==> config.mk <==
export PLATFORM = sky130hd
export DESIGN_NAME = stepper_encoder_step_loss_correction_flat
export DESIGN_NICKNAME = d
export VERILOG_FILES = /design/src/design/sesc_pkg.sv /design/src/design/sesc_if.sv /design/src/design/stepper_encoder_step_loss_correction.sv /design/src/design/sesc_in_reg.sv /design/src/design/sesc_core.sv /design/src/design/sesc_out_reg.sv /design/src/flat_wrapper.sv
export SDC_FILE = /design/constraint.sdc
export NUM_CORES = 1
export LEC_CHECK = 0
export BUFFER_PORTS_ARGS = -buffer_cell sky130_fd_sc_hd__buf_2
export CORE_UTILIZATION = 40
export DETAILED_ROUTE_END_ITERATION = 10
export GPL_TIMING_DRIVEN = 0
export PLACE_DENSITY = 0.56
export SETUP_SLACK_MARGIN = 0.1
export SYNTH_ARGS = -nofsm -noshare
export SYNTH_HDL_FRONTEND = slang
export SYNTH_HIERARCHICAL = 1
export SYNTH_SLANG_ARGS = --single-unit
==> constraint.sdc <==
create_clock -name clk_i -period 12.4 [get_ports clk_i]
set_input_delay 2.48 -clock clk_i [delete_from_list [all_inputs] [get_ports clk_i]]
set_output_delay 2.48 -clock clk_i [all_outputs]
set_load 0.005 [all_outputs]
==> src/design/sesc_pkg.sv <==
// Shared types and constants for the stepper step-loss correction block.
// No dependencies; imported by the core, output stage and top level.
package sesc_pkg;

  // Item kinds on the input channel; the fourth code is unused.
  typedef enum logic [1:0] {
    ACT_STEP   = 2'd0,
    ACT_SAMPLE = 2'd1,
    ACT_TICK   = 2'd2
  } action_e;

  localparam int unsigned ACTION_W = 2;
  localparam int unsigned COUNT_W  = 32;

  // One result beat.
  typedef struct packed {
    logic                       step_pulse;
    logic                       direction_level;
    logic signed [COUNT_W-1:0]  pending_steps;
    logic signed [COUNT_W-1:0]  measured_position;
  } result_t;

endpackage

==> src/design/sesc_if.sv <==
// Valid/ready channel interfaces for the step-loss correction block.
// Depends on sesc_pkg for field widths.
interface sesc_in_if #(
  parameter int unsigned ENC_W = 12
);
  import sesc_pkg::*;

  logic                 valid;
  logic                 ready;
  logic [ACTION_W-1:0]  action;
  logic                 step_direction;
  logic [ENC_W-1:0]     raw_angle;

  modport source (output valid, action, step_direction, raw_angle, input ready);
  modport sink   (input valid, action, step_direction, raw_angle, output ready);
endinterface

interface sesc_out_if;
  import sesc_pkg::*;

  logic                       valid;
  logic                       ready;
  logic                       step_pulse;
  logic                       direction_level;
  logic signed [COUNT_W-1:0]  pending_steps;
  logic signed [COUNT_W-1:0]  measured_position;

  modport source (output valid, step_pulse, direction_level, pending_steps,
                  measured_position, input ready);
  modport sink   (input valid, step_pulse, direction_level, pending_steps,
                  measured_position, output ready);
endinterface

==> src/design/stepper_encoder_step_loss_correction.sv <==
// Closed-loop stepper step-loss correction. Every input beat (step request,
// encoder sample or correction tick) yields exactly one result beat. The
// block takes one beat per clock while the result channel is not stalled: a
// beat lands in the input register, the core works it out combinationally
// and updates its state as the beat moves into the result register, from
// which the result beat is offered. A stalled result register holds the
// input stage, which still takes one more beat while the result waits.
// home_offset is written through cfg_we_i/cfg_wdata_i and should only
// change while no beat is in flight. Reset clears all tracking and
// correction state.
// Depends on sesc_pkg, sesc_if, sesc_in_reg, sesc_core and sesc_out_reg.
module stepper_encoder_step_loss_correction #(
  parameter int unsigned STEPS_PER_TURN = 3200,
  parameter int unsigned ENCODER_BITS   = 12,
  parameter int unsigned TICK_DIVIDE    = 3
) (
  input  logic                    clk_i,
  input  logic                    rst_ni,
  input  logic                    cfg_we_i,
  input  logic [ENCODER_BITS-1:0] cfg_wdata_i,
  sesc_in_if.sink                 item_i,
  sesc_out_if.source              result_o
);
  import sesc_pkg::*;

  // Input stage outputs
  logic                    s1_vld;
  logic [ACTION_W-1:0]     s1_action;
  logic                    s1_dir;
  logic [ENCODER_BITS-1:0] s1_raw;

  // Handshake between stages: adv means the result register can load.
  logic    adv;
  logic    fire;
  result_t res;

  assign fire = s1_vld && adv;

  sesc_in_reg #(
    .ENC_W (ENCODER_BITS)
  ) u_in_reg (
    .clk_i    (clk_i),
    .rst_ni   (rst_ni),
    .item_i   (item_i),
    .adv_i    (adv),
    .vld_o    (s1_vld),
    .action_o (s1_action),
    .dir_o    (s1_dir),
    .raw_o    (s1_raw)
  );

  // Tracking state only moves when a beat actually passes into the result register; home_offset loads on cfg_we_i.
  sesc_core #(
    .STEPS_PER_TURN (STEPS_PER_TURN),
    .ENCODER_BITS   (ENCODER_BITS),
    .TICK_DIVIDE    (TICK_DIVIDE)
  ) u_core (
    .clk_i       (clk_i),
    .rst_ni      (rst_ni),
    .cfg_we_i    (cfg_we_i),
    .cfg_wdata_i (cfg_wdata_i),
    .fire_i      (fire),
    .action_i    (s1_action),
    .dir_i       (s1_dir),
    .raw_i       (s1_raw),
    .res_o       (res)
  );

  sesc_out_reg u_out_reg (
    .clk_i    (clk_i),
    .rst_ni   (rst_ni),
    .vld_i    (s1_vld),
    .res_i    (res),
    .adv_o    (adv),
    .result_o (result_o)
  );
endmodule

==> src/design/sesc_in_reg.sv <==
// Input register stage: captures one beat from the input channel.
// Depends on sesc_pkg and sesc_in_if.
module sesc_in_reg #(
  parameter int unsigned ENC_W = 12
) (
  input  logic                          clk_i,
  input  logic                          rst_ni,
  sesc_in_if.sink                       item_i,
  input  logic                          adv_i,
  output logic                          vld_o,
  output logic [sesc_pkg::ACTION_W-1:0] action_o,
  output logic                          dir_o,
  output logic [ENC_W-1:0]              raw_o
);
  import sesc_pkg::*;

  logic                vld_q;
  logic [ACTION_W-1:0] action_q;
  logic                dir_q;
  logic [ENC_W-1:0]    raw_q;
  logic                take;

  // Free when empty or when the held beat moves on this cycle.
  assign item_i.ready = !vld_q || adv_i;
  assign take         = item_i.valid && item_i.ready;

  always_ff @(posedge clk_i or negedge rst_ni) begin
    if (!rst_ni) begin
      vld_q <= 1'b0;
    end else if (item_i.ready) begin
      vld_q <= item_i.valid;
    end
  end

  always_ff @(posedge clk_i) begin
    if (take) begin
      action_q <= item_i.action;
      dir_q    <= item_i.step_direction;
      raw_q    <= item_i.raw_angle;
    end
  end

  assign vld_o    = vld_q;
  assign action_o = action_q;
  assign dir_o    = dir_q;
  assign raw_o    = raw_q;
endmodule

==> src/design/sesc_core.sv <==
// Position tracking and correction state; computes one result per beat.
// Depends on sesc_pkg.
module sesc_core #(
  parameter int unsigned STEPS_PER_TURN = 3200,
  parameter int unsigned ENCODER_BITS   = 12,
  parameter int unsigned TICK_DIVIDE    = 3
) (
  input  logic                          clk_i,
  input  logic                          rst_ni,
  input  logic                          cfg_we_i,
  input  logic [ENCODER_BITS-1:0]       cfg_wdata_i,
  input  logic                          fire_i,
  input  logic [sesc_pkg::ACTION_W-1:0] action_i,
  input  logic                          dir_i,
  input  logic [ENCODER_BITS-1:0]       raw_i,
  output sesc_pkg::result_t             res_o
);
  import sesc_pkg::*;

  localparam int unsigned EB      = ENCODER_BITS;
  localparam int unsigned TURN_W  = COUNT_W - EB;
  localparam int unsigned SPT_LOG = $clog2(STEPS_PER_TURN);
  localparam int unsigned MAXSH   = (EB > SPT_LOG) ? EB : SPT_LOG;
  localparam int unsigned ERR_W   = 34 + MAXSH;
  localparam int unsigned PRE_W   = (TICK_DIVIDE > 1) ? $clog2(TICK_DIVIDE) : 1;
  localparam longint      UNITS   = longint'(STEPS_PER_TURN) << EB;
  localparam longint      THRESH  = UNITS / 360;

  localparam logic signed [ERR_W-1:0] THR_X   = ERR_W'(THRESH);
  localparam logic signed [ERR_W-1:0] SPT_X   = ERR_W'(STEPS_PER_TURN);
  localparam logic signed [ERR_W-1:0] BIAS_X  = ERR_W'((longint'(1) << EB) - 1);
  localparam logic signed [EB:0]      HALF_X  = (EB+1)'(longint'(1) << (EB - 1));
  localparam logic [PRE_W-1:0]        PRE_END = PRE_W'(TICK_DIVIDE - 1);

  logic [EB-1:0]             home_q;
  logic [COUNT_W-1:0]        cmd_q, cmd_d;
  logic [EB-1:0]             prev_q, prev_d;
  logic [TURN_W-1:0]         turn_q, turn_d;
  logic signed [COUNT_W-1:0] corr_q, corr_d;
  logic [PRE_W-1:0]          pre_q, pre_d;
  logic                      armed_q, armed_d;
  logic                      dir_q, dir_d;
  logic                      pulse;

  logic [EB-1:0]             off;
  logic signed [EB:0]        dlt;
  logic [TURN_W-1:0]         turn_new;
  logic signed [COUNT_W-1:0] meas_new;
  logic signed [ERR_W-1:0]   err, quot;

  // Sample path: offset, wrap tracking, error in 1/(SPT*2^EB) turn units.
  always_comb begin
    off      = raw_i - home_q;
    dlt      = $signed({1'b0, prev_q}) - $signed({1'b0, off});
    turn_new = turn_q;
    if (dlt < -HALF_X) begin
      turn_new = turn_q - TURN_W'(1);
    end else if (dlt > HALF_X) begin
      turn_new = turn_q + TURN_W'(1);
    end
    meas_new = $signed({turn_new, off});
    err      = (ERR_W'($signed(cmd_q)) <<< EB) - ERR_W'(meas_new) * SPT_X;
    // truncate toward zero
    quot     = (err + (err[ERR_W-1] ? BIAS_X : '0)) >>> EB;
  end

  always_comb begin
    cmd_d   = cmd_q;
    prev_d  = prev_q;
    turn_d  = turn_q;
    corr_d  = corr_q;
    pre_d   = pre_q;
    armed_d = armed_q;
    dir_d   = dir_q;
    pulse   = 1'b0;
    unique case (action_i)
      ACT_STEP: begin
        cmd_d = dir_i ? cmd_q - COUNT_W'(1) : cmd_q + COUNT_W'(1);
        if (corr_q == '0) begin
          dir_d = dir_i;
          pulse = 1'b1;
        end
      end
      ACT_SAMPLE: begin
        prev_d = off;
        turn_d = turn_new;
        if (err > THR_X) begin
          corr_d  = quot[COUNT_W-1:0];
          dir_d   = 1'b0;
          armed_d = 1'b1;
        end else if (err < -THR_X) begin
          corr_d  = quot[COUNT_W-1:0];
          dir_d   = 1'b1;
          armed_d = 1'b1;
        end else begin
          corr_d  = '0;
          armed_d = 1'b0;
        end
      end
      ACT_TICK: begin
        if (armed_q) begin
          if (pre_q < PRE_END) begin
            pre_d = pre_q + PRE_W'(1);
          end else if (corr_q != '0) begin
            pulse  = 1'b1;
            corr_d = corr_q[COUNT_W-1] ? corr_q + COUNT_W'(1) : corr_q - COUNT_W'(1);
            pre_d  = '0;
          end
        end
      end
      default: ;
    endcase
  end

  always_ff @(posedge clk_i or negedge rst_ni) begin
    if (!rst_ni) begin
      home_q  <= '0;
      cmd_q   <= '0;
      prev_q  <= '0;
      turn_q  <= '0;
      corr_q  <= '0;
      pre_q   <= '0;
      armed_q <= 1'b0;
      dir_q   <= 1'b0;
    end else begin
      if (cfg_we_i) begin
        home_q <= cfg_wdata_i;
      end
      if (fire_i) begin
        cmd_q   <= cmd_d;
        prev_q  <= prev_d;
        turn_q  <= turn_d;
        corr_q  <= corr_d;
        pre_q   <= pre_d;
        armed_q <= armed_d;
        dir_q   <= dir_d;
      end
    end
  end

  // Measured total is the turn count above the last offset angle.
  assign res_o.step_pulse        = pulse;
  assign res_o.direction_level   = dir_d;
  assign res_o.pending_steps     = corr_d;
  assign res_o.measured_position = $signed({turn_d, prev_d});
endmodule

==> src/design/sesc_out_reg.sv <==
// Result register stage driving the output channel.
// Depends on sesc_pkg and sesc_out_if.
module sesc_out_reg (
  input  logic              clk_i,
  input  logic              rst_ni,
  input  logic              vld_i,
  input  sesc_pkg::result_t res_i,
  output logic              adv_o,
  sesc_out_if.source        result_o
);
  import sesc_pkg::*;

  logic    vld_q;
  result_t res_q;

  assign adv_o = !vld_q || result_o.ready;

  always_ff @(posedge clk_i or negedge rst_ni) begin
    if (!rst_ni) begin
      vld_q <= 1'b0;
    end else if (adv_o) begin
      vld_q <= vld_i;
    end
  end

  always_ff @(posedge clk_i) begin
    if (adv_o && vld_i) begin
      res_q <= res_i;
    end
  end

  assign result_o.valid             = vld_q;
  assign result_o.step_pulse        = res_q.step_pulse;
  assign result_o.direction_level   = res_q.direction_level;
  assign result_o.pending_steps     = res_q.pending_steps;
  assign result_o.measured_position = res_q.measured_position;
endmodule
==> src/flat_wrapper.sv <==
// flat-port wrapper written by rule: the top's interface ports become plain ports
module stepper_encoder_step_loss_correction_flat import sesc_pkg::*;
#(
  parameter int unsigned STEPS_PER_TURN = 3200,
  parameter int unsigned ENCODER_BITS   = 12,
  parameter int unsigned TICK_DIVIDE    = 3
)
  (clk_i, rst_ni, cfg_we_i, cfg_wdata_i, item_i_valid, item_i_action, item_i_step_direction, item_i_raw_angle, item_i_ready, result_o_valid, result_o_step_pulse, result_o_direction_level, result_o_pending_steps, result_o_measured_position, result_o_ready);
  sesc_in_if item_i_i ();
  sesc_out_if result_o_i ();
  input  logic clk_i;
  input  logic rst_ni;
  input  logic cfg_we_i;
  input  logic [ENCODER_BITS-1:0] cfg_wdata_i;
  input wire logic [$bits(item_i_i.valid)-1:0] item_i_valid;
  input wire logic [$bits(item_i_i.action)-1:0] item_i_action;
  input wire logic [$bits(item_i_i.step_direction)-1:0] item_i_step_direction;
  input wire logic [$bits(item_i_i.raw_angle)-1:0] item_i_raw_angle;
  output wire logic [$bits(item_i_i.ready)-1:0] item_i_ready;
  output wire logic [$bits(result_o_i.valid)-1:0] result_o_valid;
  output wire logic [$bits(result_o_i.step_pulse)-1:0] result_o_step_pulse;
  output wire logic [$bits(result_o_i.direction_level)-1:0] result_o_direction_level;
  output wire logic [$bits(result_o_i.pending_steps)-1:0] result_o_pending_steps;
  output wire logic [$bits(result_o_i.measured_position)-1:0] result_o_measured_position;
  input wire logic [$bits(result_o_i.ready)-1:0] result_o_ready;
  assign item_i_i.valid = item_i_valid;
  assign item_i_i.action = item_i_action;
  assign item_i_i.step_direction = item_i_step_direction;
  assign item_i_i.raw_angle = item_i_raw_angle;
  assign item_i_ready = item_i_i.ready;
  assign result_o_valid = result_o_i.valid;
  assign result_o_step_pulse = result_o_i.step_pulse;
  assign result_o_direction_level = result_o_i.direction_level;
  assign result_o_pending_steps = result_o_i.pending_steps;
  assign result_o_measured_position = result_o_i.measured_position;
  assign result_o_i.ready = result_o_ready;
  stepper_encoder_step_loss_correction #(.STEPS_PER_TURN(STEPS_PER_TURN), .ENCODER_BITS(ENCODER_BITS), .TICK_DIVIDE(TICK_DIVIDE)) u_core (.clk_i(clk_i), .rst_ni(rst_ni), .cfg_we_i(cfg_we_i), .cfg_wdata_i(cfg_wdata_i), .item_i(item_i_i), .result_o(result_o_i));
endmodule
; Yosys cells after proc, flatten, opt, wreduce, memory -nomap -nowiden
; Cells that the tools add are included.
[classes]
addsub = 11
n_eq_ne = 2
multipliers = 1
n_lt_le_gt_ge = 5
mux = 26
n_reduce_logical = 13
[ops]
columns = cell, count
row1 = $mux 32, 7
row2 = $pmux 32 s2, 1
row3 = $mux 20, 3
row4 = $gt 46x17->1 const B, 1
row5 = $lt 46x17->1 const B, 1
row6 = $sub 44x45->46, 1
row7 = $add 44x12->44, 1
row8 = $mul 32x6->38 const B, 1
row9 = $add 32x1->32 const B, 1
row10 = $add 32x2->32 const B, 1
row11 = $logic_not 32->1, 1
row12 = $reduce_bool 32->1, 1
row13 = $sub 32x1->32 const B, 1
row14 = $sub 32x2->32 const B, 1
row15 = $mux 12, 2
row16 = $add 20x1->20 const B, 1
row17 = $sub 20x1->20 const B, 1
row18 = $gt 13x13->1 const B, 1
row19 = $lt 13x12->1 const B, 1
row20 = $sub 12x12->13, 1
row21 = $sub 12x12->12, 1
row22 = $mux 1, 9
row23 = $mux 2, 2
row24 = $pmux 1 s2, 2
row25 = 11 further kinds, 15
[word_totals]
elab_cells = 75
inputBits = 32
output_inout_bits = 68
regBits = 195

; Longest topological paths before layout
[depth]
depth_word = 12
ltp_mapped = 55
depth_no_buf = 54

; Modules after synthesis
; The synthesis kept the hierarchy.
[modules_own_cells]
columns = module, area_per_inst_um2, instances, seq_area_each_um2, cells_per_inst
row1 = sesc_core, 16854.9, 1, 2802.7, 2193
row2 = sesc_out_reg, 2035.7, 1, 2006.9, 70
row3 = sesc_in_reg, 504.2, 1, 475.5, 19
row4 = stepper_encoder_step_loss_correction, 6.3, 1, 0.0, 1

; Least setup slack after synthesis
; Ideal clock, no wire load.
[synth_timing]
path_kind = register to register
start = register u_core.u_in_reg.raw_q[1] (netlist: u_core/u_in_reg/raw_o[1])
end = register u_core.u_out_reg.res_q (netlist bit u_core/u_out_reg/result_o.pending_steps[28]) (data pin)
setup_slack_ns = 1.205
period_less_slack_ns = 11.195
required_ns = 12.144
arrival_ns = 10.938
setup_time_ns = 0.256
path_buffers = 1
path_stages_with_launch = 51
path_cell_list = edfxtp_1 -> ha_1 -> nor2b_1 -> o2111a_1 -> or3_1 -> nand2_1 -> xor2_1 -> ha_1 -> and2_1 -> o311a_1 -> or4_1 -> and4_1 -> o41ai_1 -> nand3_1 -> and2_1 -> nand2_1 -> nand2_1 -> xor2_1 -> (+15 left out) -> ha_1 -> a21o_1 -> a21o_1 -> a21o_1 -> a21o_1 -> a21oi_1 -> o211ai_1 -> a22oi_2 -> ha_1 -> a21boi_0 -> o21ai_0 -> nand4_1 -> a21oi_1 -> clkbuf_1 -> nand2_1 -> xnor2_1 -> a22o_1 -> a22o_1
[synth_lines]
columns = item, line
row1 = from (decl), sesc_in_reg.sv:20  ; logic [ENC_W-1:0] raw_q;
row2 = from (signal assigned), sesc_in_reg.sv:39  ; raw_q <= item_i.raw_angle;
row3 = to (signal assigned), sesc_out_reg.sv:28  ; res_q <= res_i;
row4 = to (decl), sesc_out_reg.sv:14  ; result_t res_q;

==> key figures <==
Status
  • Status: finished clean

Final layout
  • Final Net Count: about 2.7k
  • Post-layout instance area: 0.0223 mm²
  • Core utilization of the finished layout: 46.6%
  • Sequential Area: 0.00529 mm²
  • Count of filler cells inserted in the layout: 4610
  • Fraction of final layout cells sized beyond drive strength 1: 13.5%
  • Inserted Diodes: 0
  • Area growth, synth to finish: 14.7%
  • Total area of multi-input combinational cells: roughly 0.014 mm²

Synthesis
  • Share of flip-flops with an asynchronous set or reset: about 60%
  • Most numerous cell in the Yosys netlist: sky130_fd_sc_hd__nand2_1
  • Number of warnings printed during yosys synthesis: 6
  • Leading post-synthesis cells by cell area: sky130_fd_sc_hd__dfrtp_1 (15%), sky130_fd_sc_hd__ha_1 (14%), sky130_fd_sc_hd__edfxtp_1 (13%), sky130_fd_sc_hd__xnor2_1 (6.0%), sky130_fd_sc_hd__nand2_1 (4.6%)
  • Mapped Area: 0.0194 mm²
  • Number of distinct library cells after synthesis: 92
  • Area share of the largest cell type after synthesis: between 10% and 20%
  • List of most frequent post-synthesis cells: sky130_fd_sc_hd__nand2_1 (237), sky130_fd_sc_hd__ha_1 (221), sky130_fd_sc_hd__inv_1 (198)
  • Most common flop cell mapped by yosys: sky130_fd_sc_hd__dfrtp_1
  • Post-synthesis register bit count: 195
  • Seq/Total Area, Yosys: 27.2%
  • Number of synthesized flops with an enable pin: 81
  • Synth Area per Inst: ~8.5 µm²
  • Number of nets produced by synthesis: between 2k and 3k
  • Cell taking the most area after synthesis: sky130_fd_sc_hd__dfrtp_1
  • Gate Count Post-Synth: 2283

Global routing
  • Initial antenna violation count: 1
  • Maximum number of pins on one net before global-route repair: 67
  • Total gr overflow: 0
  • Total Routing Usage GR: between 20% and 30%
  • Wire length of the first global-routing pass: 88900 µm
  • Via count of the first global-routing pass: roughly 16k

Floorplanning
  • Die Outline Area: approximately 0.049 mm²
  • Width of the chip: 222 µm
  • Number of core rows: 80
  • Core ar.: 0.0477 mm²
  • I/O pin count: 100
  • Initial cell density of the core: between 40% and 50%
  • Die Y: 222 µm

Routing
  • Post-route DRC: 0
  • Wire length per cell after detailed routing: roughly 19 µm
  • Overall routed net length: 57300 µm
  • Vias after detailed routing: between 15k and 20k
  • First-pass DRT Iterations: 5
  • ANT nets after route: 0
  • DRT iter0 DRCs: 1221
  • Vias/cell: 5.64

STA
  • Period utilization: 94.6%
  • Slew Limit Fails: 0
  • Maximum achievable frequency: 0.0853 GHz
  • Final-report setup violation count: 0
  • Minimum clock period: around 12 ns
  • Worst Max-Slew Pin Slew: 1.27 ns
  • Final hold viol count: 0
  • Worst Slack Setup Final: 0.673 ns
  • Unrepaired setup endpoints after global routing: no
  • Relative slew slack: 15.3%
  • Worst clock skew: 0.0155 ns

Setup path
  • Category of the worst setup path launch point: flop
  • Required time worst endpoint: 12.65 ns
  • Maximum fanout encountered on the critical timing path: 5
  • Worst Path Arrival: 11.98 ns
  • Worst setup path class: flop to flop
  • Largest incremental delay on the critical path: 0.55 ns
  • CP Capture Type: flop
  • Cell at the slowest stage of the critical path: sky130_fd_sc_hd__fa_1

Clocking
  • Clock slew at the register clock pins of the worst setup and hold paths: about 0.090 ns
  • Num Clock Sinks: 195
  • Longest Clk Path Bufs: 2
  • Total clock buffers created by CTS: 17
  • Hold-fix buffer count after cts: 0
  • Skew-Pair Late Insertion Delay: 0.51 ns
  • CTS tree: done
  • Root buf cell: sky130_fd_sc_hd__clkbuf_16
  • Clock H-tree levels: 4

Placement
  • Final GP Congestion: 0.883
  • Area after detailed placement: 0.0207 mm²
  • Post-placement setup slack: -1.57 ns
  • Detailed Place HPWL: 44400 µm
  • Port bufs: between 90 and 100

Worst hold path
  • Worst min-delay path category: flop to flop

Run
  • Max-cap viol count: 0
worst max-delay path, delay by kind of cell, from the launching register on:
| kind | cells | cell delay [ns] |
|---|---|---|
| adder cells (fa/ha/maj) | 8 | 2.35 |
| flip-flops | 1 | 0.37 |
| XOR/XNOR | 4 | 0.72 |
| AO/OA/AOI/OAI | 22 | 4.35 |
| AND/OR/NAND/NOR | 11 | 2.42 |
| multiplexers | 1 | 0.27 |
| buffers and inverters | 9 | 0.95 |
cell families (layout without fill, tap and decap cells):
group	Yosys count	count (layout)	share of synthesized area, %
AO/OA/AOI/OAI	641	641	21.5
buffers and inverters	283	437	5.59
XOR/XNOR	205	205	9.25
multiplexers	26	26	1.46
flip-flops	195	195	27.2
AND/OR/NAND/NOR	681	681	17.5
adder cells (fa/ha/maj)	252	252	17.5
timing repair:
action,4_1_cts,5_1_grt
gates cloned,0,0
pin swaps,11,33
endpoints found under the setup margin,67,67
buffers inserted,8,15
resized for setup,38,96
sequential cells by signal, summed over array words and instances (netlist names):
name / cells
u_core/u_core/prev_q: 12
u_core/u_in_reg/raw_o: 12
u_core/u_in_reg/dir_o: 1
u_core/u_core/turn_q: 20
u_core/u_core/corr_q: 32
u_core/u_core/cmd_q: 32
u_core/u_out_reg/result_o.pending_steps: 32
u_core/u_core/pre_q: 2
u_core/u_core/dir_q: 1
u_core/u_out_reg/result_o.direction_level: 1
u_core/u_in_reg/vld_o: 1
u_core/u_out_reg/result_o.step_pulse: 1
u_core/u_core/armed_q: 1
u_core/u_core/home_q: 12
u_core/u_in_reg/action_o: 2
u_core/u_out_reg/result_o.measured_position: 32
u_core/u_out_reg/result_o.valid: 1
worst paths after layout:
check	startpoint	end	slack (ns)	cells past startpoint
hold reg to reg	u_core/u_core/pre_q[0]	u_core/u_core/pre_q[0]	0.50	1
setup reg to reg	u_core/u_in_reg/raw_o[0]	u_core/u_out_reg/result_o.pending_steps[19]	0.67	55
setup / recovery	u_core/u_in_reg/raw_o[0]	u_core/u_out_reg/result_o.pending_steps[19]	0.67	55
min in group asynchronous	rst_ni	u_core/u_core/corr_q[8]	1.94	1
max in group asynchronous	rst_ni	u_core/u_core/prev_q[11]	9.72	2
hold / removal	u_core/u_core/pre_q[0]	u_core/u_core/pre_q[0]	0.50	1
layout by cell type, fill, tap and decap left out, types with 19 or more instances in the layout:
cell                         n
sky130_fd_sc_hd__nand3_1    48
sky130_fd_sc_hd__o21ai_0   170
sky130_fd_sc_hd__nor3_1     33
sky130_fd_sc_hd__nand4_1    23
sky130_fd_sc_hd__buf_4      26
sky130_fd_sc_hd__xor2_1     60
sky130_fd_sc_hd__buf_2     101
sky130_fd_sc_hd__nand2_1   233
sky130_fd_sc_hd__o21a_1     19
sky130_fd_sc_hd__a31oi_1    29
sky130_fd_sc_hd__nor2_1    124
sky130_fd_sc_hd__a21oi_1   123
sky130_fd_sc_hd__clkbuf_1   60
sky130_fd_sc_hd__and3_1     34
sky130_fd_sc_hd__or2_2      21
sky130_fd_sc_hd__edfxtp_1   81
sky130_fd_sc_hd__xnor2_1   120
sky130_fd_sc_hd__nor4_1     23
sky130_fd_sc_hd__fa_1       30
sky130_fd_sc_hd__dfrtp_1   114
sky130_fd_sc_hd__inv_1     196
sky130_fd_sc_hd__ha_1      211
sky130_fd_sc_hd__a21o_1     67
sky130_fd_sc_hd__nor2b_1    21
sky130_fd_sc_hd__nand2b_1   21
sky130_fd_sc_hd__a22oi_1    19
sky130_fd_sc_hd__mux2_2     19
cell type report:
type	instances	share of cell area, %
Sequential cell	195	23.7
Inverter	199	3.37
Multi-Input combinational cell	1805	61.5
Clock buffer	18	2.02
Tap cell	615	3.46
Clock inverter	14	1.05
Timing Repair Buffer	125	3.31
Buffer	81	1.52
layer usage:
layer | part of all wire, % | vias to the layer above | wire [µm] | global-route usage (%)
met3 | 5.0 | 79 | 2840 | 4.55
met5 | 0 | - | 0 | 0
li1 | - | 8471 | - | -
met1 | 46 | 8221 | 26500 | 30.9
met2 | 46 | 433 | 26400 | 37.1
met4 | 2.7 | 0 | 1560 | 8.29
stage by stage:
stage	hold WS, ns	instances	setup TNS, ns
after CTS	0.498	3040	0
after global routing	0.536	3052	0
after global placement	0.470	2997	-64.45
after detailed placement	0.482	3000	-71.26
final	0.502	3052	0
after floorplan	0.450	2283	0
Power is left out: the tool's default activity adds up to more than one toggle a clock period on the data nets, which glitch-free logic cannot reach.
